<file path="src/hdl/tlca_pkg.sv">
`timescale 1ns / 1ps
// ----------------------------------------------------------------------------
// Tree common ancestor package
// Shared widths, types, micro-op codes and row access helpers.
// ----------------------------------------------------------------------------
package tlca_pkg;

    localparam int NODES     = 1024;
    localparam int LEVELS    = 10;
    localparam int ID_W      = 10;
    localparam int DEPTH_W   = 10;
    localparam int ADDR_W    = $clog2(NODES);
    localparam int LVL_W     = $clog2(LEVELS);
    localparam int WORD_W    = LEVELS * ID_W + DEPTH_W;
    localparam int DEPTH_MAX = 2 ** DEPTH_W - 1;

    typedef logic [ID_W-1:0]    t_id;
    typedef logic [DEPTH_W-1:0] t_depth;
    typedef logic [LVL_W-1:0]   t_lvl;
    typedef logic [ADDR_W-1:0]  t_addr;
    typedef logic [WORD_W-1:0]  t_word;
    typedef logic [LEVELS-1:0][ID_W-1:0] t_row;

    // Datapath operation selected by the current control word
    typedef enum logic [3:0] {
        OP_NOP,
        OP_CLEAR,
        OP_ACCEPT,
        OP_ATT_INIT,
        OP_ATT_STEP,
        OP_ATT_WRITE,
        OP_Q_SWAP,
        OP_Q_LIFT,
        OP_Q_CHECK,
        OP_Q_JUMP,
        OP_EMIT_UP,
        OP_EMIT_A
    } t_op;

    // Status fed back from the datapath to the sequencer
    typedef struct packed {
        logic clr_busy;
        logic no_txn;
        logic query;
        logic k_up_more;
        logic k_dn_more;
        logic same;
        logic out_busy;
    } t_flags;

    // Row layout: depth on top, level k ancestor at bits [k*ID_W +: ID_W]
    function automatic t_id anc_of(input t_word w, input t_lvl k);
        anc_of = w[k*ID_W +: ID_W];
    endfunction

    function automatic t_depth depth_of(input t_word w);
        depth_of = w[WORD_W-1 -: DEPTH_W];
    endfunction

    // Ids at or beyond the node count mean no node
    function automatic t_id clamp_id(input t_id v);
        clamp_id = (32'(v) < NODES) ? v : '0;
    endfunction

endpackage

</file>
<file path="src/hdl/tlca_useq.sv">
`timescale 1ns / 1ps
// ----------------------------------------------------------------------------
// Tree common ancestor sequencer
// Step counter and control store; picks the datapath op and the next step.
// ----------------------------------------------------------------------------
module tlca_useq (
    input  logic            i_clk,
    input  logic            i_rst_n,
    input  tlca_pkg::t_flags i_flags,
    output tlca_pkg::t_op   o_op
);
    import tlca_pkg::*;

    typedef logic [3:0] t_step;

    typedef enum logic [3:0] {
        C_NEVER,
        C_ALWAYS,
        C_CLR_BUSY,
        C_NO_TXN,
        C_QUERY,
        C_K_UP,
        C_K_DN,
        C_SAME,
        C_OUT_BUSY
    } t_cond;

    typedef struct packed {
        t_op   op;
        t_cond hold;
        t_cond jump;
        t_step target;
    } t_uword;

    localparam t_step ST_CLR      = 4'd0;
    localparam t_step ST_IDLE     = 4'd1;
    localparam t_step ST_DISPATCH = 4'd2;
    localparam t_step ST_ATT_STEP = 4'd3;
    localparam t_step ST_ATT_WR   = 4'd4;
    localparam t_step ST_Q_SWAP   = 4'd5;
    localparam t_step ST_Q_LIFT   = 4'd6;
    localparam t_step ST_Q_CHECK  = 4'd7;
    localparam t_step ST_Q_JUMP   = 4'd8;
    localparam t_step ST_EMIT_UP  = 4'd9;
    localparam t_step ST_EMIT_A   = 4'd10;

    t_step  r_step;
    t_step  n_step;
    t_uword uw;

    // Control store
    always_comb begin
        case (r_step)
            ST_CLR:      uw = '{OP_CLEAR,     C_CLR_BUSY, C_NEVER,  ST_CLR};
            ST_IDLE:     uw = '{OP_ACCEPT,    C_NO_TXN,   C_NEVER,  ST_IDLE};
            ST_DISPATCH: uw = '{OP_ATT_INIT,  C_NEVER,    C_QUERY,  ST_Q_SWAP};
            ST_ATT_STEP: uw = '{OP_ATT_STEP,  C_NEVER,    C_K_UP,   ST_ATT_STEP};
            ST_ATT_WR:   uw = '{OP_ATT_WRITE, C_NEVER,    C_ALWAYS, ST_IDLE};
            ST_Q_SWAP:   uw = '{OP_Q_SWAP,    C_NEVER,    C_NEVER,  ST_Q_LIFT};
            ST_Q_LIFT:   uw = '{OP_Q_LIFT,    C_NEVER,    C_K_DN,   ST_Q_LIFT};
            ST_Q_CHECK:  uw = '{OP_Q_CHECK,   C_NEVER,    C_SAME,   ST_EMIT_A};
            ST_Q_JUMP:   uw = '{OP_Q_JUMP,    C_NEVER,    C_K_DN,   ST_Q_JUMP};
            ST_EMIT_UP:  uw = '{OP_EMIT_UP,   C_OUT_BUSY, C_ALWAYS, ST_IDLE};
            ST_EMIT_A:   uw = '{OP_EMIT_A,    C_OUT_BUSY, C_ALWAYS, ST_IDLE};
            default:     uw = '{OP_NOP,       C_NEVER,    C_ALWAYS, ST_IDLE};
        endcase
    end

    function automatic logic test(input t_cond c, input t_flags f);
        case (c)
            C_NEVER:    test = 1'b0;
            C_ALWAYS:   test = 1'b1;
            C_CLR_BUSY: test = f.clr_busy;
            C_NO_TXN:   test = f.no_txn;
            C_QUERY:    test = f.query;
            C_K_UP:     test = f.k_up_more;
            C_K_DN:     test = f.k_dn_more;
            C_SAME:     test = f.same;
            C_OUT_BUSY: test = f.out_busy;
            default:    test = 1'b0;
        endcase
    endfunction

    always_comb begin
        if (test(uw.hold, i_flags)) begin
            n_step = r_step;
        end else if (test(uw.jump, i_flags)) begin
            n_step = uw.target;
        end else begin
            n_step = t_step'(r_step + 1'b1);
        end
    end

    always_ff @(posedge i_clk) begin
        if (!i_rst_n) begin
            r_step <= ST_CLR;
        end else begin
            r_step <= n_step;
        end
    end

    assign o_op = uw.op;

endmodule

</file>
<file path="config.mk">
export PLATFORM = sky130hd
export DESIGN_NAME = tlca_useq
export DESIGN_NICKNAME = d
export VERILOG_FILES = /design/src/hdl/tlca_pkg.sv /design/src/hdl/tlca_useq.sv
export SDC_FILE = /design/constraint.sdc
export NUM_CORES = 1
export LEC_CHECK = 0
export ABC_AREA = 1
export BUFFER_PORTS_ARGS = -buffer_cell sky130_fd_sc_hd__clkbuf_2
export CAP_MARGIN = 0
export CORE_AREA = 2 2 43 45
export CTS_BUF_LIST = sky130_fd_sc_hd__clkbuf_8
export CTS_CLUSTER_DIAMETER = 200
export CTS_CLUSTER_SIZE = 16
export DETAILED_ROUTE_END_ITERATION = 16
export DIE_AREA = 0 0 45 47
export PLACE_DENSITY = 0.8
export SETUP_SLACK_MARGIN = 0.05
export SYNTH_ARGS = -nofsm -noshare
export SYNTH_HDL_FRONTEND = slang
export SYNTH_SLANG_ARGS = --single-unit
export TNS_END_PERCENT = 30
</file>
<file path="constraint.sdc">
create_clock -name i_clk -period 3.69 [get_ports i_clk]
set_input_delay 0.1845 -clock i_clk [delete_from_list [all_inputs] [get_ports i_clk]]
set_output_delay 0.1845 -clock i_clk [all_outputs]
set_load 0.01 [all_outputs]
</file>
==> summary.md <==
| Metric | Value |
|---|---|
| Post-Syn Area per Cell | 7.451 um^2 |
| Cts bufs inserted | 3 |
| Commonest non-fill, non-tap cells in the layout | 31 x nand2_1, 22 x inv_1, 18 x dfxtp_1 |
| Share of layout cells above drive strength 1 | 0.2534 |
| PortBufs | 12 |
| Vias | between 800 and 900 |
| Hold Path Class | input port to flip-flop |
| Total power | 1.173 mW |
| Vias per Instance | roughly 5.1 |
| #FFs+latches synth | 18 |
| Crit. Startpoint | uw[11] |
| Worst slew margin | 0.8182 |
| Most common cell after layout, fill and taps aside | nand2_1 |
| Post-cts repair resize count | 0 |
| Max-cap viol count | 0 |
| Design area | approximately 1100 um^2 |
| Switching pwr | 0.5595 mW |
| R2R depth | 14 |
| Worst vdd ir | between 0.0005 and 0.0006 V |
| Post-CTS Hold Fix Bufs | 0 |
| Fin Hold WS | about 0.33 ns |
| Worst Hold End | r_step[1] |
| Cell Pwr Density | 1062 nW/um^2 |
| Die Height | 47 um |
| Slew @ Worst Pin | ~0.27 ns |
| Hold path cells | 3 |
| 1st-iter DRT viols | 32 |
| Starting Density | 0.6045 |
| Setup Skew | ~0.0042 ns |
| Io pins | 13 |
| Setup Buffers After CTS | 0 |
| Post-synthesis net count | 148 |
| Hold_sp | i_rst_n |
| Setup CP Type | flip-flop to flip-flop |
| Initial antenna violation count | 0 |
| Vias in the first global route | 791 |
| Worst path arrival time | approximately 2.3 ns |
| WP data required | ~3.9 ns |
| Worst-path maximum fanout | 8 |
| Nets | approximately 160 |
| Per-cell routed wire length | approximately 11 um |
| TritonCTS clock tree | yes |
| Comb pwr share | 0.597 |
| CTS H-tree depth | 1 |
| Final slew viol count | 0 |
| Die Footprint | between 2000 and 2500 um^2 |
| Final Hold Viols | 0 |
| Fmax | between 400 and 500 MHz |
| CP Launch Type | flip-flop |
| N_diodes | 0 |
| Cell Area, Synth | roughly 1000 um^2 |
| Reg2Reg Setup Slack | ~1.6 ns |
| RSZ-0062 raised after global routing | false |
| Clock root cell | clkbuf_8 |
| Placed inst area | between 1000 and 1500 um^2 |
| Chip width | 45 um |
| FP Rows | 15 |
| Overall Global Routing Usage | 0.1995 |
| Clock buffer depth | 2 |
| Drt first pass iters | 4 |
| Clock Sinks | 18 |
| RR Startpoint | uw[11] |
| Fin crit period | between 2 and 2.5 ns |
| Routed Wire Length | approximately 1900 um |
| Sequential area share after synthesis | 0.3609 |
| Seq pwr share | 0.269 |
| CP Capture Type | flip-flop |
| Final TNS setup | 0 ns |
| Yosys cell types | 27 |
| Clock power share | 0.133 |
| GPL Wtd Cong | 0.8417 |
| Mapped Cells | about 130 |
| Largest net degree at the start of global routing | 11 |
| Clk slew on worst S/H paths | roughly 0.060 ns |
| First-pass GRT wire length | roughly 3000 um |
| Grt total ovfl | 0 |
| Reg2Reg Capture Point | uw[4] |
| Leakage power | between 0.6 and 0.7 nW |
| DPL Wire Length | 1470 um |
| Core Area | between 1500 and 2000 um^2 |
| Ys Warns | 0 |
| Setup-failing EPs final | 0 |
| Final antenna-violating net count | 0 |
| Worst-Skew Late Latency | around 0.25 ns |
| Switching Share | 0.4770 |
| Internal power | between 0.6 and 0.7 mW |
| Outcome | complete, no violations |
| DRC | 0 |
| Tcrit/Tclk final | 0.5576 |
| Synth-to-Final Area Change | 10.65% |
through the flow:
stage / utilization / setup slack (ns) / std cells
floorplan: - / 1.975 / 134
global placement: 0.6356 / 1.803 / 159
CTS: 0.6689 / 1.667 / 163
detailed placement: 0.6356 / 1.687 / 159
finish: 0.6689 / 1.632 / 163
global route: 0.6689 / 1.445 / 163
how the worst max path moves through the flow:
| stage | to | slack [ns] |
|---|---|---|
| after detailed placement | uw[4] | 1.69 |
| after floorplan | uw[4] | 1.97 |
| after global placement | uw[4] | 1.80 |
| final | uw[4] | 1.63 |
| after global routing | uw[4] | 1.44 |
| after CTS | uw[4] | 1.67 |
cell families (layout without fill, tap and decap cells):
| logic type | Yosys count | in the layout | share of synthesized area |
|---|---|---|---|
| xor+xnor | 2 | 2 | 0.01755 |
| fa+ha+maj | 5 | 5 | 0.06266 |
| flops | 18 | 18 | 0.3609 |
| buf+inv | 31 | 43 | 0.1353 |
| simple gates | 65 | 65 | 0.3509 |
| compound gates | 13 | 13 | 0.07268 |
registers in the layout, summed over array words and instances, names as in the netlist:
name / flops
uw: 14
r_step: 4
cells in the mapped netlist:
| library cell | count | share of area |
|---|---|---|
| inv_4 | 1 | 0.0063 |
| nand3_4 | 1 | 0.018 |
| xnor2_1 | 1 | 0.0088 |
| dfxtp_1 | 18 | 0.36 |
| or2_0 | 1 | 0.0063 |
| nand2_1 | 31 | 0.12 |
| nand4_1 | 1 | 0.0063 |
| nor3_2 | 1 | 0.010 |
| inv_1 | 22 | 0.083 |
| nand3_2 | 1 | 0.010 |
| a21oi_1 | 3 | 0.015 |
| nand2_2 | 6 | 0.038 |
| nor2_1 | 5 | 0.019 |
| o21ai_2 | 1 | 0.0088 |
| nand2_4 | 2 | 0.023 |
| nand3_1 | 12 | 0.060 |
| inv_2 | 3 | 0.011 |
| o21ai_1 | 8 | 0.040 |
| buf_4 | 4 | 0.030 |
| clkinv_2 | 1 | 0.0050 |
| ha_1 | 5 | 0.063 |
| a21oi_2 | 1 | 0.0088 |
| nor2_4 | 1 | 0.011 |
| nor2_8 | 1 | 0.020 |
| or2_4 | 1 | 0.0088 |
| nor3_1 | 1 | 0.0050 |
| xor2_1 | 1 | 0.0088 |
power groups by stage:
stage | Clock [mW] | Combinational [mW] | Sequential, mW
5_1_grt | 0.163 | 0.785 | 0.322
3_3_place_gp | 0 | 0.674 | 0.318
3_5_place_dp | 0 | 0.692 | 0.319
6_report | 0.156 | 0.701 | 0.316
4_1_cts | 0.156 | 0.697 | 0.315
2_1_floorplan | 0 | 0.582 | 0.310
critical path: stages (launching register included):
cell and delay [ns]:
dfxtp_1 0.33, nor2_1 0.13, nor2_1 0.05, nand2_1 0.11, nand3_4 0.13, o21ai_1 0.18, inv_1 0.09, nand2_2 0.17
inv_1 0.09, ha_1 0.31, inv_1 0.08, nand3_1 0.12, nand2_1 0.09, nand2_1 0.05, nand2_1 0.06
per-layer routing:
metal,vias to the layer above,part of all wire,wire (um),track usage
li1,434,-,-,-
met1,359,0.41,759,0.2222
met2,35,0.50,924,0.3514
met3,10,0.048,89,0.01154
met4,0,0.047,87,0.1647
met5,-,0,0,0
cell type report:
class                   count  area (um^2)
fillers                   137        546.8
multi-input cells          85        503.0
flip-flops and latches     18        360.3
inverters                  27        105.1
repair buffers             12        60.06
clock buffers               4        55.05
well taps                  17        21.27
Note: power is estimated with default switching activity, not from simulation.
