## src/hdl/tlca_pkg.sv

```systemverilog
`timescale 1ns / 1ps
// ----------------------------------------------------------------------------
// Tree common ancestor package
// Shared widths, types, micro-op codes and row access helpers.
// ----------------------------------------------------------------------------
package tlca_pkg;

    localparam int NODES     = 1024;
    localparam int LEVELS    = 10;
    localparam int ID_W      = 10;
    localparam int DEPTH_W   = 10;
    localparam int ADDR_W    = $clog2(NODES);
    localparam int LVL_W     = $clog2(LEVELS);
    localparam int WORD_W    = LEVELS * ID_W + DEPTH_W;
    localparam int DEPTH_MAX = 2 ** DEPTH_W - 1;

    typedef logic [ID_W-1:0]    t_id;
    typedef logic [DEPTH_W-1:0] t_depth;
    typedef logic [LVL_W-1:0]   t_lvl;
    typedef logic [ADDR_W-1:0]  t_addr;
    typedef logic [WORD_W-1:0]  t_word;
    typedef logic [LEVELS-1:0][ID_W-1:0] t_row;

    // Datapath operation selected by the current control word
    typedef enum logic [3:0] {
        OP_NOP,
        OP_CLEAR,
        OP_ACCEPT,
        OP_ATT_INIT,
        OP_ATT_STEP,
        OP_ATT_WRITE,
        OP_Q_SWAP,
        OP_Q_LIFT,
        OP_Q_CHECK,
        OP_Q_JUMP,
        OP_EMIT_UP,
        OP_EMIT_A
    } t_op;

    // Status fed back from the datapath to the sequencer
    typedef struct packed {
        logic clr_busy;
        logic no_txn;
        logic query;
        logic k_up_more;
        logic k_dn_more;
        logic same;
        logic out_busy;
    } t_flags;

    // Row layout: depth on top, level k ancestor at bits [k*ID_W +: ID_W]
    function automatic t_id anc_of(input t_word w, input t_lvl k);
        anc_of = w[k*ID_W +: ID_W];
    endfunction

    function automatic t_depth depth_of(input t_word w);
        depth_of = w[WORD_W-1 -: DEPTH_W];
    endfunction

    // Ids at or beyond the node count mean no node
    function automatic t_id clamp_id(input t_id v);
        clamp_id = (32'(v) < NODES) ? v : '0;
    endfunction

endpackage

```

## src/hdl/tlca_dp.sv

```systemverilog
`timescale 1ns / 1ps
// ----------------------------------------------------------------------------
// Tree common ancestor datapath
// Node registers, level counter, row builder, output register and RAM ports.
// ----------------------------------------------------------------------------
module tlca_dp (
    input  logic             i_clk,
    input  logic             i_rst_n,
    input  tlca_pkg::t_op    i_op,
    output tlca_pkg::t_flags o_flags,
    input  logic             i_in_valid,
    output logic             o_in_stall,
    input  logic             i_req_type,
    input  tlca_pkg::t_id    i_node_a,
    input  tlca_pkg::t_id    i_node_b,
    output logic             o_out_valid,
    input  logic             i_out_stall,
    output tlca_pkg::t_id    o_ancestor,
    output logic             o_we,
    output tlca_pkg::t_addr  o_waddr,
    output tlca_pkg::t_word  o_wdata,
    output tlca_pkg::t_addr  o_raddr_a,
    output tlca_pkg::t_addr  o_raddr_b,
    input  tlca_pkg::t_word  i_rdata_a,
    input  tlca_pkg::t_word  i_rdata_b
);
    import tlca_pkg::*;

    t_id    r_a, n_a;
    t_id    r_b, n_b;
    t_lvl   r_k, n_k;
    t_row   r_row;
    t_depth r_dn;
    logic   r_query;
    t_addr  r_clr;
    logic   r_out_valid;
    t_id    r_out_anc;

    t_depth da, db, gap;
    t_id    up_a, up_b, chain;
    logic   out_busy, emit;

    assign da    = depth_of(i_rdata_a);
    assign db    = depth_of(i_rdata_b);
    assign gap   = t_depth'(db - da);
    assign up_a  = anc_of(i_rdata_a, r_k);
    assign up_b  = anc_of(i_rdata_b, r_k);
    // Next attach ancestor; a node that reaches itself stays put
    assign chain = (r_b == r_a) ? r_a : anc_of(i_rdata_b, t_lvl'(r_k - 1'b1));

    assign out_busy = r_out_valid && i_out_stall;
    assign emit     = (i_op inside {OP_EMIT_UP, OP_EMIT_A}) && !out_busy;

    always_comb begin
        n_a = r_a;
        n_b = r_b;
        n_k = r_k;
        case (i_op)
            OP_ACCEPT: begin
                if (i_in_valid) begin
                    n_a = clamp_id(i_node_a);
                    n_b = clamp_id(i_node_b);
                end
            end
            OP_ATT_INIT: begin
                n_k = t_lvl'(1);
            end
            OP_ATT_STEP: begin
                n_b = chain;
                n_k = t_lvl'(r_k + 1'b1);
            end
            OP_Q_SWAP: begin
                if (da > db) begin
                    n_a = r_b;
                    n_b = r_a;
                end
                n_k = t_lvl'(LEVELS - 1);
            end
            OP_Q_LIFT: begin
                if (db > da && (gap >> r_k) != '0) begin
                    n_b = up_b;
                end
                n_k = t_lvl'(r_k - 1'b1);
            end
            OP_Q_CHECK: begin
                n_k = t_lvl'(LEVELS - 1);
            end
            OP_Q_JUMP: begin
                if (up_a != up_b) begin
                    n_a = up_a;
                    n_b = up_b;
                end
                n_k = t_lvl'(r_k - 1'b1);
            end
            default: begin
            end
        endcase
    end

    always_ff @(posedge i_clk) begin
        r_a <= n_a;
        r_b <= n_b;
        r_k <= n_k;
        if (i_op == OP_ACCEPT && i_in_valid) begin
            r_query <= i_req_type;
        end
        if (i_op == OP_ATT_INIT) begin
            r_row[0] <= r_b;
            r_dn     <= (32'(db) == DEPTH_MAX) ? db : t_depth'(db + 1'b1);
        end
        if (i_op == OP_ATT_STEP) begin
            r_row[r_k] <= chain;
        end
    end

    // Clear sweep and output register
    always_ff @(posedge i_clk) begin
        if (!i_rst_n) begin
            r_clr       <= '0;
            r_out_valid <= 1'b0;
        end else begin
            if (i_op == OP_CLEAR) begin
                r_clr <= t_addr'(r_clr + 1'b1);
            end
            if (emit) begin
                r_out_valid <= 1'b1;
            end else if (!i_out_stall) begin
                r_out_valid <= 1'b0;
            end
        end
    end

    always_ff @(posedge i_clk) begin
        if (emit) begin
            r_out_anc <= (i_op == OP_EMIT_UP) ? anc_of(i_rdata_a, '0) : r_a;
        end
    end

    assign o_flags.clr_busy  = (r_clr != t_addr'(NODES - 1));
    assign o_flags.no_txn    = !i_in_valid;
    assign o_flags.query     = r_query;
    assign o_flags.k_up_more = (r_k != t_lvl'(LEVELS - 1));
    assign o_flags.k_dn_more = (r_k != '0);
    assign o_flags.same      = (r_a == r_b);
    assign o_flags.out_busy  = out_busy;

    assign o_in_stall  = (i_op != OP_ACCEPT);
    assign o_out_valid = r_out_valid;
    assign o_ancestor  = r_out_anc;

    // Read ports follow the next node values so row data matches r_a, r_b
    assign o_raddr_a = t_addr'(n_a);
    assign o_raddr_b = t_addr'(n_b);

    always_comb begin
        if (i_op == OP_CLEAR) begin
            o_we    = 1'b1;
            o_waddr = r_clr;
            o_wdata = '0;
        end else begin
            o_we    = (i_op == OP_ATT_WRITE) && (r_a != '0);
            o_waddr = t_addr'(r_a);
            o_wdata = {r_dn, r_row};
        end
    end

endmodule

```

## config.mk

```make
export PLATFORM = sky130hd
export DESIGN_NAME = tlca_dp
export DESIGN_NICKNAME = d
export VERILOG_FILES = /design/src/hdl/tlca_pkg.sv /design/src/hdl/tlca_dp.sv
export SDC_FILE = /design/constraint.sdc
export NUM_CORES = 1
export LEC_CHECK = 0
export ABC_AREA = 1
export ABC_CLOCK_PERIOD_IN_PS = 6650
export BUFFER_PORTS_ARGS = -buffer_cell sky130_fd_sc_hd__buf_2
export CAP_MARGIN = 25
export CORE_MARGIN = 3
export CORE_UTILIZATION = 25
export DETAILED_ROUTE_END_ITERATION = 10
export GPL_ROUTABILITY_DRIVEN = 0
export GPL_TIMING_DRIVEN = 0
export MAX_ROUTING_LAYER = met4
export PLACE_DENSITY = 0.49
export SLEW_MARGIN = 20
export SYNTH_ARGS = -nofsm -noshare
export SYNTH_HDL_FRONTEND = slang
export SYNTH_SLANG_ARGS = --single-unit
export TNS_END_PERCENT = 20
```

## constraint.sdc

```tcl
create_clock -name i_clk -period 6.65 [get_ports i_clk]
set_input_delay 0.665 -clock i_clk [delete_from_list [all_inputs] [get_ports i_clk]]
set_output_delay 0.665 -clock i_clk [all_outputs]
set_load 0.01 [all_outputs]
```

==> impl_results.md <==
- Internal Pwr Total: ~0.0020 W
- Routed Antenna Nets: 0
- Synth Flop Type: sky130_fd_sc_hd__edfxtp_1
- Post-DP HPWL: 53600 µm
- Largest vdd supply drop: 118.9 µV
- Clk network pwr share: 26.8%
- Final worst clock skew: between 0.015 and 0.02 ns
- Count of unique library cells instantiated by Yosys: 44
- Number of DRC markers after the initial detailed-route iteration: 1283
- Switching share of power: 41.45%
- Area enclosed by the die boundary: 53080 µm²
- Part of the power in registers: 35.4%
- FF+latch count, synth: 156
- Crit path arrival time: 5.14 ns
- Master of the slowest instance on the critical path: sky130_fd_sc_hd__clkbuf_1
- Main combinational cell family by area after synthesis: simple AND/OR/NAND/NOR gates
- Wire length after detailed routing: 65260 µm
- EDFF count, synth: 115
- Worst path required time: ~6 ns
- Synth Area in Adders: 1.750%
- Part of the total power dissipated in combinational logic: 37.9%
- Cells taking the most area after synthesis: sky130_fd_sc_hd__edfxtp_1 27%, sky130_fd_sc_hd__nand2_1 19%, sky130_fd_sc_hd__inv_1 10%
- Total vias in the final route: 15330
- Number of standard cells in the layout, taps in and fillers out: about 3200
- Leading area contributor after synthesis: sky130_fd_sc_hd__edfxtp_1
- Per-cell via count in the routed design: a little under 5
- Met1 Use GR: 30.25%
- CTS Root Buffer Type: sky130_fd_sc_hd__clkbuf_16
- Switching pwr: 0.001442 W
- Top cell family by delay on the critical path: buffers and inverters
- Number of buffer and inverter stages on the critical path: 12
- Postcts setup bufs: 0
- Clock period minus final worst setup slack: ~5.8 ns
- Max-cap violations: 0
- XOR/XNOR Fraction of Synth Area: under 10%
- WL/cell: about 20 µm
- Proportion of synthesized chip area in sequential cells: approximately a third
- Standard-cell row count: 81
- First-pass iteration count of the detailed router: 6
- Setup repair after global routing missed its margin: false
- Multiplexer share of the synthesized area: 0%
- Total routing resource utilization after global routing: approximately a quarter
- Inserted Clock Buffers: 17
- Startpoint kind of the worst setup timing path: flop
- Post-Route Setup TNS: 0 ns
- Ordered list of cells on the worst path: buf_6 > inv_2 > buf_6 > buf_6 > buf_2 > ha_1 > clkbuf_1 > inv_1 > buf_2 > clkbuf_1 > a21oi_1 > o21ai_0 > nand3_1 > nand3_1 > nand2_1 > nand2_1 > o21ai_2 > buf_8 > nand2_1 > nand3_1 > inv_1 > nand4_1 > buf_2
- Number of pins with negative max-slew slack in the final report: 0
- Clock Pin Slew Worst Setup and Hold Paths: about 0.070 ns
- CTS tree: yes
- Count of instances resized after the clock tree is built: 0
- Syn nets: around 2300
- Number of sinks driven by the clock tree: 156
- Power density over the cells: 214.4 nW/µm²
- Clock Latency Late Sink: between 0.4 and 0.5 ns
- Largest net degree at the start of global routing: 17
- Fraction of final layout cells sized beyond drive strength 1: between 20% and 30%
- Die W: 230.4 µm
- Core footprint: 49360 µm²
- Final global-route overflow total: 0
- Result of the run: complete, no violations
- Hold Vio Cnt, Final: 0
- Final-stage net count: ~2800
- Number of I/O port buffers: 408
- Crit path largest cell delay: 0.48 ns
- Synthesized area per cell: 6.143 µm²
- Post-Route Hold Slack: a little over 0.4 ns
- Max Root-Sink Buffers: 2
- Sequential cell area: 4274 µm²
- Global-route wire length before repair: 94590 µm
- Category of the most critical setup path: reg2out
- I/O pin total: 409
- # fillers: 5629
- H-tree level count: 4
- Leakage power: around 8.6 nW
- Period Utilization, post-route: 87.26%
- Hold Path Class: in2reg
- Worst slew slack as a fraction of its limit: around 38%
- Transition time at the pin with the least slew margin: a little over 0.9 ns
- Max Fclk: 0.1723 GHz
- Number of buffers inserted by hold repair at cts: 0
- Post-Synthesis Cells: 2049
- Layout overhead on the synthesized area: 28.86%
- Maximum fanout encountered on the critical timing path: 11
- Placed cells: between 3000 and 4000
- Combined area of the multi-input logic cells: 6505 µm²
- Most Crowded Layer GR: met2
- Element type at the critical path end: output port
- Total of warnings raised by yosys: 0
- Netlist area before placement: 12590 µm²
- Initial core utilization: 25.50%
- DR DRC count: 0
- Die Y-Extent: 230.4 µm
- GR Util met3: between 3 and 4%
- Share of synthesized registers carrying an async set or reset: 0%
- Synthesized-area fraction occupied by and/or/nand/nor cells: 35.92%
- Setup Viol. Count Final: 0
- GRT met2 Usage: approximately two fifths
- Number of antenna violations at the first check in global routing: 6
- Number of global-route vias before repair: 14850
- Compound-cell area share of the yosys netlist: 12.46%
- Top-area cell type share of the netlist area: 27.44%
## cell type report
cell class / instances / share of cell area [%]
multi-input cells: 1427 / 40.11
flip-flops and latches: 156 / 26.35
repair buffers: 423 / 13.45
inverters: 358 / 8.301
well taps: 664 / 5.122
plain buffers: 108 / 3.240
clock buffers: 20 / 2.692
clock inverters: 12 / 0.6480
diodes: 6 / 0.09257
## power by group through the flow
stage | Clock, W | Combinational [W] | Sequential (W)
5_1_grt | 0.000995 | 0.00143 | 0.00123
6_report | 0.000931 | 0.00132 | 0.00123
3_5_place_dp | 0 | 0.00130 | 0.00125
4_1_cts | 0.000962 | 0.00130 | 0.00123
2_1_floorplan | 0 | 0.000694 | 0.00121
3_3_place_gp | 0 | 0.00126 | 0.00125
## layout by cell type, fill, tap and decap left out, drive strengths merged, types with 4 or more instances in the layout
| cell | instances |
|---|---|
| o22ai | 10 |
| dfxtp | 41 |
| ha | 16 |
| nand4 | 34 |
| nand3 | 166 |
| inv | 363 |
| nor4 | 6 |
| clkinv | 5 |
| a211oi | 4 |
| nand2 | 635 |
| buf | 479 |
| o211ai | 20 |
| nor2 | 246 |
| xor2 | 13 |
| o21ai | 161 |
| clkbuf | 72 |
| nor3 | 14 |
| diode | 6 |
| edfxtp | 115 |
| a31oi | 4 |
| a21oi | 83 |
## flip-flops by register name, summed over array words and instances, names as in the netlist
| signal | flops |
|---|---|
| r_b | 10 |
| r_clr | 10 |
| r_a | 10 |
| r_query | 1 |
| r_row | 100 |
| r_k | 4 |
| o_ancestor | 10 |
| o_out_valid | 1 |
| r_dn | 10 |
## cell families (layout without fill, tap and decap cells)
| family | Yosys count | count (layout) |
|---|---|---|
| compound gates | 289 | 289 |
| xor+xnor | 15 | 15 |
| fa+ha+maj | 17 | 17 |
| buf+inv | 466 | 921 |
| flops | 156 | 156 |
| other cells | 0 | 6 |
| simple gates | 1106 | 1106 |
## layer usage
metal	share of wire, %	up-vias
met5	0	-
met2	47	848
li1	-	7336
met4	4.0	0
met3	7.4	123
met1	42	7026
## per-stage QoR
stage	utilization [%]	setup WS [ns]	area, µm²	total power (W)
after floorplan	-	2.955	12590	0.001904
after global placement	31.32	0.8231	15460	0.002514
after detailed placement	31.72	1.482	15660	0.002547
after CTS	32.82	0.9538	16200	0.003492
after global routing	32.86	0.6376	16220	0.003660
final	32.86	0.8475	16220	0.003478
## worst paths after layout
check	start	to	slack, ns	cells past startpoint
worst max register to register	r_k[0]$_SDFFCE_PN1P_	r_b[4]$_DFF_P_	1.99	22
worst min register to register	r_clr[4]$_SDFFE_PN0P_	r_clr[4]$_SDFFE_PN0P_	0.49	2
worst min-delay path	i_req_type	r_query$_DFFE_PP_	0.41	1
worst max-delay path	r_k[0]$_SDFFCE_PN1P_	o_raddr_b[4]	0.85	23
## Yosys cell counts (14+ instances only)
master / count
sky130_fd_sc_hd__clkbuf_1: 52
sky130_fd_sc_hd__edfxtp_1: 115
sky130_fd_sc_hd__nand4_1: 34
sky130_fd_sc_hd__nand3_1: 166
sky130_fd_sc_hd__ha_1: 16
sky130_fd_sc_hd__o21ai_0: 147
sky130_fd_sc_hd__buf_2: 36
sky130_fd_sc_hd__nand2_1: 633
sky130_fd_sc_hd__o211ai_1: 19
sky130_fd_sc_hd__nor2_1: 240
sky130_fd_sc_hd__a21oi_1: 83
sky130_fd_sc_hd__nor3_1: 14
sky130_fd_sc_hd__dfxtp_1: 41
sky130_fd_sc_hd__inv_1: 348
Note: power is estimated with default switching activity, not from simulation.
