--- src/hdl/tlca_ram.sv ---
`timescale 1ns / 1ps
// ----------------------------------------------------------------------------
// Generic RAM
// One write port, two read ports, registered read data.
// ----------------------------------------------------------------------------
module tlca_ram #(
    parameter int WIDTH = 8,
    parameter int DEPTH = 16
) (
    input  logic                     i_clk,
    input  logic                     i_we,
    input  logic [$clog2(DEPTH)-1:0] i_waddr,
    input  logic [WIDTH-1:0]         i_wdata,
    input  logic [$clog2(DEPTH)-1:0] i_raddr_a,
    output logic [WIDTH-1:0]         o_rdata_a,
    input  logic [$clog2(DEPTH)-1:0] i_raddr_b,
    output logic [WIDTH-1:0]         o_rdata_b
);

    logic [WIDTH-1:0] mem [DEPTH];

    always_ff @(posedge i_clk) begin
        if (i_we) begin
            mem[i_waddr] <= i_wdata;
        end
    end

    always_ff @(posedge i_clk) begin
        o_rdata_a <= mem[i_raddr_a];
    end

    always_ff @(posedge i_clk) begin
        o_rdata_b <= mem[i_raddr_b];
    end

endmodule

--- config.mk ---
export PLATFORM = sky130hd
export DESIGN_NAME = tlca_ram
export DESIGN_NICKNAME = d
export VERILOG_FILES = /design/src/hdl/tlca_ram.sv
export SDC_FILE = /design/constraint.sdc
export NUM_CORES = 1
export LEC_CHECK = 0
export ABC_AREA = 1
export BUFFER_PORTS_ARGS = -buffer_cell sky130_fd_sc_hd__buf_2
export CELL_PAD_IN_SITES_DETAIL_PLACEMENT = 0
export CELL_PAD_IN_SITES_GLOBAL_PLACEMENT = 1
export CORE_MARGIN = 5
export CORE_UTILIZATION = 42
export CTS_CLUSTER_SIZE = 12
export DETAILED_ROUTE_END_ITERATION = 7
export GPL_TIMING_DRIVEN = 0
export MAX_ROUTING_LAYER = met4
export PLACE_DENSITY_LB_ADDON = 0.1
export SLEW_MARGIN = 10
export SYNTH_ARGS = -nofsm -noshare
export SYNTH_HDL_FRONTEND = slang
export SYNTH_SLANG_ARGS = --single-unit
--- constraint.sdc ---
create_clock -name i_clk -period 0.95 [get_ports i_clk]
set_input_delay 0 -clock i_clk [delete_from_list [all_inputs] [get_ports i_clk]]
set_output_delay 0 -clock i_clk [all_outputs]
set_load 0.01 [all_outputs]
==> out/qor.csv, run 1 <==
stage,metric,value,unit
clocking,cts_buffer_depth,2,
synth,syn_avg_cell_area,8.53,um2
synth,syn_nets,873,
worst_setup_path,critPathLaunch,i_waddr[3],
layout,area_growth,26.7,%
floorplanning,io-pin-count,38,
power,p_leak,4.00,nW
detailed_routing,vias,6333,
floorplanning,core,0.0171,mm2
worst_setup_path,cp_data_arrival_time,1.14,ns
clocking,cts-root-buf,clkbuf_16,
sta,finalCritPeriodShare,114,%
clocking,clkTransAtPathRegs,0.06,ns
worst_setup_path,worstSetupEndpointType,flop,
floorplanning,die_w,141,um
outcome,status,finished with violations,
sta,finalMaxSlewViolations,0,
sta,finClkSkew,0.0114,ns
synth,synthDistinctLibCells,13,
outcome,violations,negative setup slack,
synth,ys.warnings.count,0,
global_route,antenna_found_initial,0,
sta,hold_viol_final,0,
global_route,grt_max_degree,17,
sta,final.setup.tns,-3.40,ns
clocking,cts_sinks,144,
synth,ys.flop_type,edfxtp_1,
layout,drive_above_1_share,37.6,%
placed_design,gp_congestion,0.966,
synth,synth_top_area_cell,edfxtp_1,
synth,synth_edf_count,128,
floorplanning,rows,48,
sta,setup_violations,47,
worst_setup_path,reg2regPathDepth,6,
power,max-vdd-ir-drop,1.25,mV
detailed_routing,dr.pass1.iters,5,
sta,max_freq,920,MHz
worst_setup_path,crit_type,primary input to flop,
worst_setup_path,crit_end,mem[6][3],
global_route,grt_pass1_wl,38400,um
synth,synth_seq_area_share,57.4,%
floorplanning,dieHeight,141,um
sta,rsz0062_at_grt,yes,
global_route,first_global_vias,6130,
worst_setup_path,reg2reg_to,o_rdata_a[0],
hold_path,hp-class,primary input to flop,
detailed_routing,postRouteAntennaNets,0,
placed_design,port-buffer-count,31,
placed_design,hpwlAfterDp,17900,um
layout,multi_input_area,0.00315,mm2
worst_setup_path,reg2reg_setup_slack,-0.09,ns
synth,syn_inst,851,
clocking,numCtsBuffers,17,
worst_setup_path,start_kind,primary input,
synth,synth_seq_cells,144,
sta,max_slew_margin,46.9,%
sta,min_period,1.09,ns
layout,seqCellArea,0.00416,mm2
detailed_routing,wl,26600,um
worst_setup_path,reg2reg_from,mem[14][0],
power,finalPower,15.8,mW
clocking,htree_levels,4,
layout,nets,925,
clocking,cts_tree,done,
sta,fin_ws,-0.137,ns
flow_run,maxCapViolCount,0,
sta,worst_pin_slew,0.796,ns
synth,yosysTopAreaCellShare,52.9,%
synth,yosysMostFrequentCell,nand2_1,
layout,antenna_cells,0,
detailed_routing,drc,0,
floorplanning,die-area,0.0200,mm2
synth,synthTopCellsByArea,"edfxtp_1, nand3_1, nand2_1",
detailed_routing,vias_per_cell,5.55,
synth,synth_top_cells_by_count,"nand2_1, nand3_1, inv_1, edfxtp_1, buf_2",
hold_path,hp-start,i_wdata[4],
global_route,grt.overflow.total,0,
synth,async_flop_share,0,%
worst_setup_path,worstPathRequired,1.00,ns
detailed_routing,routedWlPerCell,23.3,um
clocking,clk_latency,0.42,ns
detailed_routing,first_iter_violations,673,
synth,syn_area,0.00726,mm2
floorplanning,start_util,42.4,%
power,p_per_area,1710,mW/mm2
global_route,grt_usage,27.5,%
worst_setup_path,cp_max_fo,8,
layout,fill_cells,1591,
==> final cells by class <==
class / instances / area share (%)
clock buffer: 25 / 5.75
buffer: 48 / 3.64
timing repair buffer: 33 / 1.88
multi-input combinational: 521 / 34.2
clock inverter: 7 / 0.476
sequential: 144 / 45.3
inverter: 138 / 5.71
tap: 225 / 3.06
==> worst min path at each step <==
stage | to | slack, ns | cells past startpoint
6_report | mem[14][4] | 0.02 | 1
4_1_cts | o_rdata_a[7] | 0.01 | 4
3_5_place_dp | o_rdata_a[0] | 0.40 | 1
5_1_grt | mem[14][4] | 0.02 | 1
3_3_place_gp | o_rdata_b[0] | 0.40 | 1
2_1_floorplan | mem[0][0] | 0.1 | 0
==> through the flow <==
stage | util, % | setup slack, ns | cell area [um2] | instances | hold WS [ns]
floorplan | - | -0.000845 | 7260 | 851 | 0.0989
global placement | 45.0 | -0.663 | 7700 | 1107 | 0.396
detailed placement | 45.0 | -0.678 | 7700 | 1107 | 0.397
CTS | 51.1 | -0.188 | 8740 | 1140 | 0.0135
global route | 53.8 | -0.128 | 9200 | 1141 | 0.0224
finish | 53.8 | -0.137 | 9200 | 1141 | 0.0200
==> critical path: stages <==
cell and delay (ns):
buf_2 0.12, nand3b_1 0.39, nor2_2 0.63
==> report_power, final <==
part | internal [mW] | switching [mW]
Sequential | 7.08 | 0.0472
Combinational | 0.617 | 1.47
Clock | 3.89 | 2.67
==> repair_timing <==
item	4_1_cts	5_1_grt
hold buffers	1	0
resized for setup	120	138
setup buffers	0	1
endpoints found under the setup margin	88	88
pin swaps	56	52
endpoints found under the hold margin	16	0
==> kinds of logic after synthesis <==
logic type             synth area share [%]
buffers and inverters                  11.7
flip-flops                             57.4
AND/OR/NAND/NOR                        30.9
==> registers in the layout (all words and copies together), names as in the netlist <==
signal / flops
o_rdata_b: 8
mem: 128
o_rdata_a: 8
==> cell usage in the layout (no fill, tap or decap), types with 14 or more instances in the layout <==
| cell | Yosys | final |
|---|---|---|
| nand3_1 | 225 | 91 |
| nand3_2 | 0 | 119 |
| nand2_1 | 277 | 249 |
| inv_1 | 134 | 74 |
| inv_2 | 4 | 62 |
| dfxtp_1 | 16 | 16 |
| buf_2 | 26 | 57 |
| nand2_2 | 0 | 28 |
| buf_6 | 14 | 14 |
| edfxtp_1 | 128 | 128 |
| nand3_4 | 0 | 15 |
| clkbuf_16 | 0 | 20 |
==> routing by layer <==
layer / global-route usage, % / vias up / wire length (um) / part of all wire [%]
met4: 11.4 / 0 / 955 / 3.6
met1: 37.7 / 3080 / 11600 / 44
met5: - / - / 0 / 0
li1: - / 2852 / - / -
met2: 39.4 / 334 / 11700 / 44
met3: 6.67 / 67 / 2350 / 8.8
Power figures use the tool's default switching activity.
==> inputs of run 2 (changes only) <==
- ABC_AREA: 1 -> 0
- CORE_UTILIZATION: 42 -> 53
- SLEW_MARGIN: 10 -> not set
- clock period: 0.95 -> 1.06 ns (I/O delays scaled with it)
==> run 2 against run 1 <==
Against the previous run: the flow still finishes with violations (negative setup slack); via count shrank 47%; largest cell class unchanged; clock-buffer cell count shrank 5; non-clock buffer count shrank 18; largest power group unchanged; synthesized cell count shrank 64%; global-route usage shrank 5.7 points; sequential cell count is the same; hold slack gained 0.076 ns.
==> out/qor.csv, run 2 <==
stage,metric,value,unit,change
outcome,status,finished with violations,,unchanged
outcome,violations,negative setup slack,,unchanged
detailed_routing,dr.pass1.iters,5,,unchanged
detailed_routing,first_iter_violations,323,,was 673
detailed_routing,postRouteAntennaNets,0,,unchanged
detailed_routing,wl,14000,um,was 26600 um
clocking,clkTransAtPathRegs,0.06,ns,about the same
global_route,grt.busiest_layer,met2,,unchanged
clocking,numCtsBuffers,17,,unchanged
floorplanning,die_w,119,um,was 141 um
synth,synthDistinctLibCells,20,,was 13
global_route,grt_pass1_wl,21400,um,was 38400 um
power,p_switching,2.83,mW,was 4.18 mW
sta,worst_pin_slew,1.02,ns,was 0.796 ns
clocking,cts_buffer_depth,2,,unchanged
hold_path,min_to,o_rdata_b[0],,was mem[14][4]
synth,syn_avg_cell_area,20.7,um2,was 8.53 um2
detailed_routing,routedWlPerCell,26.5,um,was 23.3 um
power,pwr-share-clk,46.0,%,was 41.6%
global_route,grt_usage,21.9,%,was 27.5%
power,cell_internal_pwr,11.1,mW,was 11.6 mW
global_route,antenna_found_initial,0,,unchanged
layout,area_growth,17.9,%,was 26.7%
layout,largest_reg_flops,128,,unchanged
sta,hold_viol_final,0,,unchanged
synth,synth_top_cells_by_count,"edfxtp_1, mux4_2, a22oi_1, mux4_1, nand2_1",,"was nand2_1, nand3_1, inv_1, edfxtp_1, buf_2"
worst_setup_path,cp_max_fo,2,,was 8
clocking,clk_latency,0.42,ns,about the same
synth,syn_inst,307,,was 851
layout,layout_common_cells,"edfxtp_1, mux4_2, buf_2",,"was nand2_1, edfxtp_1, nand3_2"
synth,syn_area,0.00635,mm2,was 0.00726 mm2
synth,synth-compound-area-share,3.79,%,was 0%
worst_setup_path,critical_path.cell_chain,mux4_4 > a22oi_2 > nand2_1,,was buf_2 > nand3b_1 > nor2_2
synth,synth_adder_area_share,0,%,unchanged
floorplanning,dieHeight,119,um,was 141 um
global_route,first_global_vias,3520,,was 6130
layout,drive_above_1_share,46.6,%,was 37.6%
global_route,grt_max_degree,17,,unchanged
synth,ys.warnings.count,0,,unchanged
hold_path,min_path_cells,4,,was 1
synth,synth.area.mux_share,24.4,%,was 0%
floorplanning,die-area,0.0143,mm2,was 0.0200 mm2
sta,finalCritPeriodShare,143,%,
sta,rsz0062_at_grt,yes,,unchanged
synth,synth_seq_area_share,65.6,%,was 57.4%
floorplanning,start_util,53.5,%,was 42.4%
worst_setup_path,crit_type,flop to flop,,was primary input to flop
sta,max_freq,662,MHz,
clocking,cts-root-buf,clkbuf_16,,unchanged
worst_setup_path,start_kind,flop,,was primary input
placed_design,placed_cell_area,0.00665,mm2,was 0.00770 mm2
clocking,cts_setup_buffers,0,,unchanged
worst_setup_path,reg2reg_from,mem[3][7],,was mem[14][0]
synth,synth_top_family_by_area,multiplexers,,was simple AND/OR/NAND/NOR gates
power,max-vdd-ir-drop,1.09,mV,was 1.25 mV
layout,reg_top3,"mem x128, o_rdata_a x8, o_rdata_b x8",,unchanged
global_route,grt.overflow.total,0,,unchanged
clocking,cts_sinks,144,,unchanged
worst_setup_path,crit_path_top_delay_cell,mux4_4,,was nor2_2
placed_design,port-buffer-count,35,,was 31
global_route,met1_usage,28.4,%,was 37.7%
sta,fin_ws,-0.451,ns,was -0.137 ns
synth,syn_nets,329,,was 873
power,seqPwrFrac,46.1,%,was 45.2%
detailed_routing,vias,3362,,was 6333
synth,synth_top_area_cell,edfxtp_1,,unchanged
layout,postLayoutCellArea,0.00748,mm2,was 0.00920 mm2
detailed_routing,vias_per_cell,6.36,,was 5.55
layout,nets,391,,was 925
placed_design,hpwlAfterDp,9270,um,was 17900 um
power,p_per_area,1860,mW/mm2,was 1710 mW/mm2
sta,max_slew_margin,32.0,%,was 46.9%
worst_setup_path,path_buf_inv,0,,was 1
floorplanning,rows,40,,was 48
worst_setup_path,worstPathRequired,1.34,ns,was 1.00 ns
worst_setup_path,max_stage_delay,0.62,ns,was 0.63 ns
placed_design,gp_congestion,0.780,,was 0.966
worst_setup_path,worstSetupEndpointType,flop,,unchanged
clocking,cts_tree,done,,unchanged
sta,min_period,1.51,ns,
synth,async_flop_share,0,%,unchanged
synth,yosysMostFrequentCell,edfxtp_1,,was nand2_1
synth,yosysTopAreaCellShare,60.6,%,was 52.9%
power,netSwitchingFraction,20.4,%,was 26.5%
synth,synthTopCellsByArea,"edfxtp_1, mux4_2, mux4_1",,"was edfxtp_1, nand3_1, nand2_1"
synth,yosys.area_share.simple,3.43,%,was 30.9%
synth,ys.flop_type,edfxtp_1,,unchanged
hold_path,hp-start,i_raddr_b[1],,was i_wdata[4]
layout,layout_commonest_cell,edfxtp_1,,was nand2_1
worst_setup_path,reg2reg_setup_slack,-0.45,ns,was -0.09 ns
synth,synth_edf_count,128,,unchanged
global_route,gr-usage-met2,33.6,%,was 39.4%
layout,antenna_cells,0,,unchanged
worst_setup_path,reg2reg_to,o_rdata_b[7],,was o_rdata_a[0]
sta,setup_violations,16,,was 47
layout,largest_register,mem,,unchanged
floorplanning,core,0.0119,mm2,was 0.0171 mm2
power,p_leak,2.50,nW,was 4.00 nW
worst_setup_path,cp_data_arrival_time,1.79,ns,was 1.14 ns
global_route,grt_use_met3,5.03,%,was 6.67%
floorplanning,io-pin-count,38,,unchanged
sta,finalMaxSlewViolations,0,,unchanged
hold_path,hp-class,primary input to flop,,unchanged
detailed_routing,drc,0,,unchanged
worst_setup_path,crit_family,multiplexers,,was simple AND/OR/NAND/NOR gates
power,finalPower,13.9,mW,was 15.8 mW
layout,fill_cells,804,,was 1591
power,combPwrFrac,7.9,%,was 13.2%
worst_setup_path,reg2regPathDepth,3,,was 6
synth,yosys.area_share.xor_xnor,0,%,unchanged
sta,finClkSkew,0.00394,ns,was 0.0114 ns
synth,synth_seq_cells,144,,unchanged
flow_run,maxCapViolCount,0,,unchanged
clocking,htree_levels,4,,unchanged
## run 2: cell count changes after synthesis, sizes merged, moves of 3 or more
cell / previous run / this run
a22oi: 0 / 32
buf: 45 / 14
nand3: 225 / 1
nor2: 17 / 14
clkbuf: 3 / 0
clkdlybuf4s25: 0 / 6
nor3: 0 / 4
mux4: 0 / 64
inv: 138 / 0
nand2: 277 / 17
## run 2: how the worst max path moves through the flow
stage,from,to,slack [ns],cells after the start
floorplan,mem[3][0],o_rdata_a[0],-0.22,3
global placement,i_waddr[0],mem[6][4],-0.52,3
detailed placement,i_waddr[1],mem[5][4],-0.53,3
CTS,mem[3][7],o_rdata_b[7],-0.43,3
global route,mem[3][7],o_rdata_b[7],-0.48,3
finish,mem[3][7],o_rdata_b[7],-0.45,3
## run 2: power groups by stage
stage	clock network [mW]	registers (mW)	logic, mW
floorplan	0	6.55	0.599
global placement	0	6.51	1.03
detailed placement	0	6.52	1.03
CTS	6.46	6.41	1.10
global route	6.73	6.42	1.18
finish	6.39	6.41	1.10
## run 2: cell families (layout without fill, tap and decap cells)
| group | count (synthesis) | in the layout |
|---|---|---|
| buf+inv | 20 | 95 |
| flops | 144 | 144 |
| compound gates | 32 | 32 |
| mux | 64 | 64 |
| simple gates | 47 | 47 |
## run 2: area by class of cell
class | instances | area, um2 | share of cell area (%)
tap | 147 | 184 | 2.46
clock inverter | 12 | 189 | 2.52
multi-input combinational | 143 | 2070 | 27.7
timing repair buffer | 43 | 255 | 3.41
sequential | 144 | 4160 | 55.6
buffer | 20 | 173 | 2.31
clock buffer | 20 | 447 | 5.97
## run 2: layer usage
layer,share of wire [%],vias up
li1,-,1446
met1,40,1751
met2,51,134
met3,6.7,31
met4,3.0,0
met5,0,-
## run 2: stage by stage
step / hold WS [ns] / setup slack (ns) / std cells / util, % / TNS [ns]
after floorplan: 0.0989 / -0.224 / 307 / - / -2.13
after global placement: 0.389 / -0.521 / 489 / 56.1 / -56.06
after CTS: 0.0448 / -0.434 / 529 / 62.7 / -4.44
after detailed placement: 0.394 / -0.534 / 489 / 56.1 / -56.05
final: 0.0962 / -0.451 / 529 / 63.1 / -4.19
after global routing: 0.110 / -0.479 / 529 / 63.1 / -4.94
## run 2: repair_timing
action / CTS / global route
hold buffers: 8 / 0
cloned: 0 / 0
hold endpoints to repair: 128 / 0
resized for setup: 18 / 11
pin swaps: 6 / 4
setup endpoints to repair: 40 / 64
## run 2: worst min-delay path, cell delays in order
cell,delay (ns)
buf_2,0.14
mux4_1,0.17
a22oi_1,0.09
nand2_1,0.08
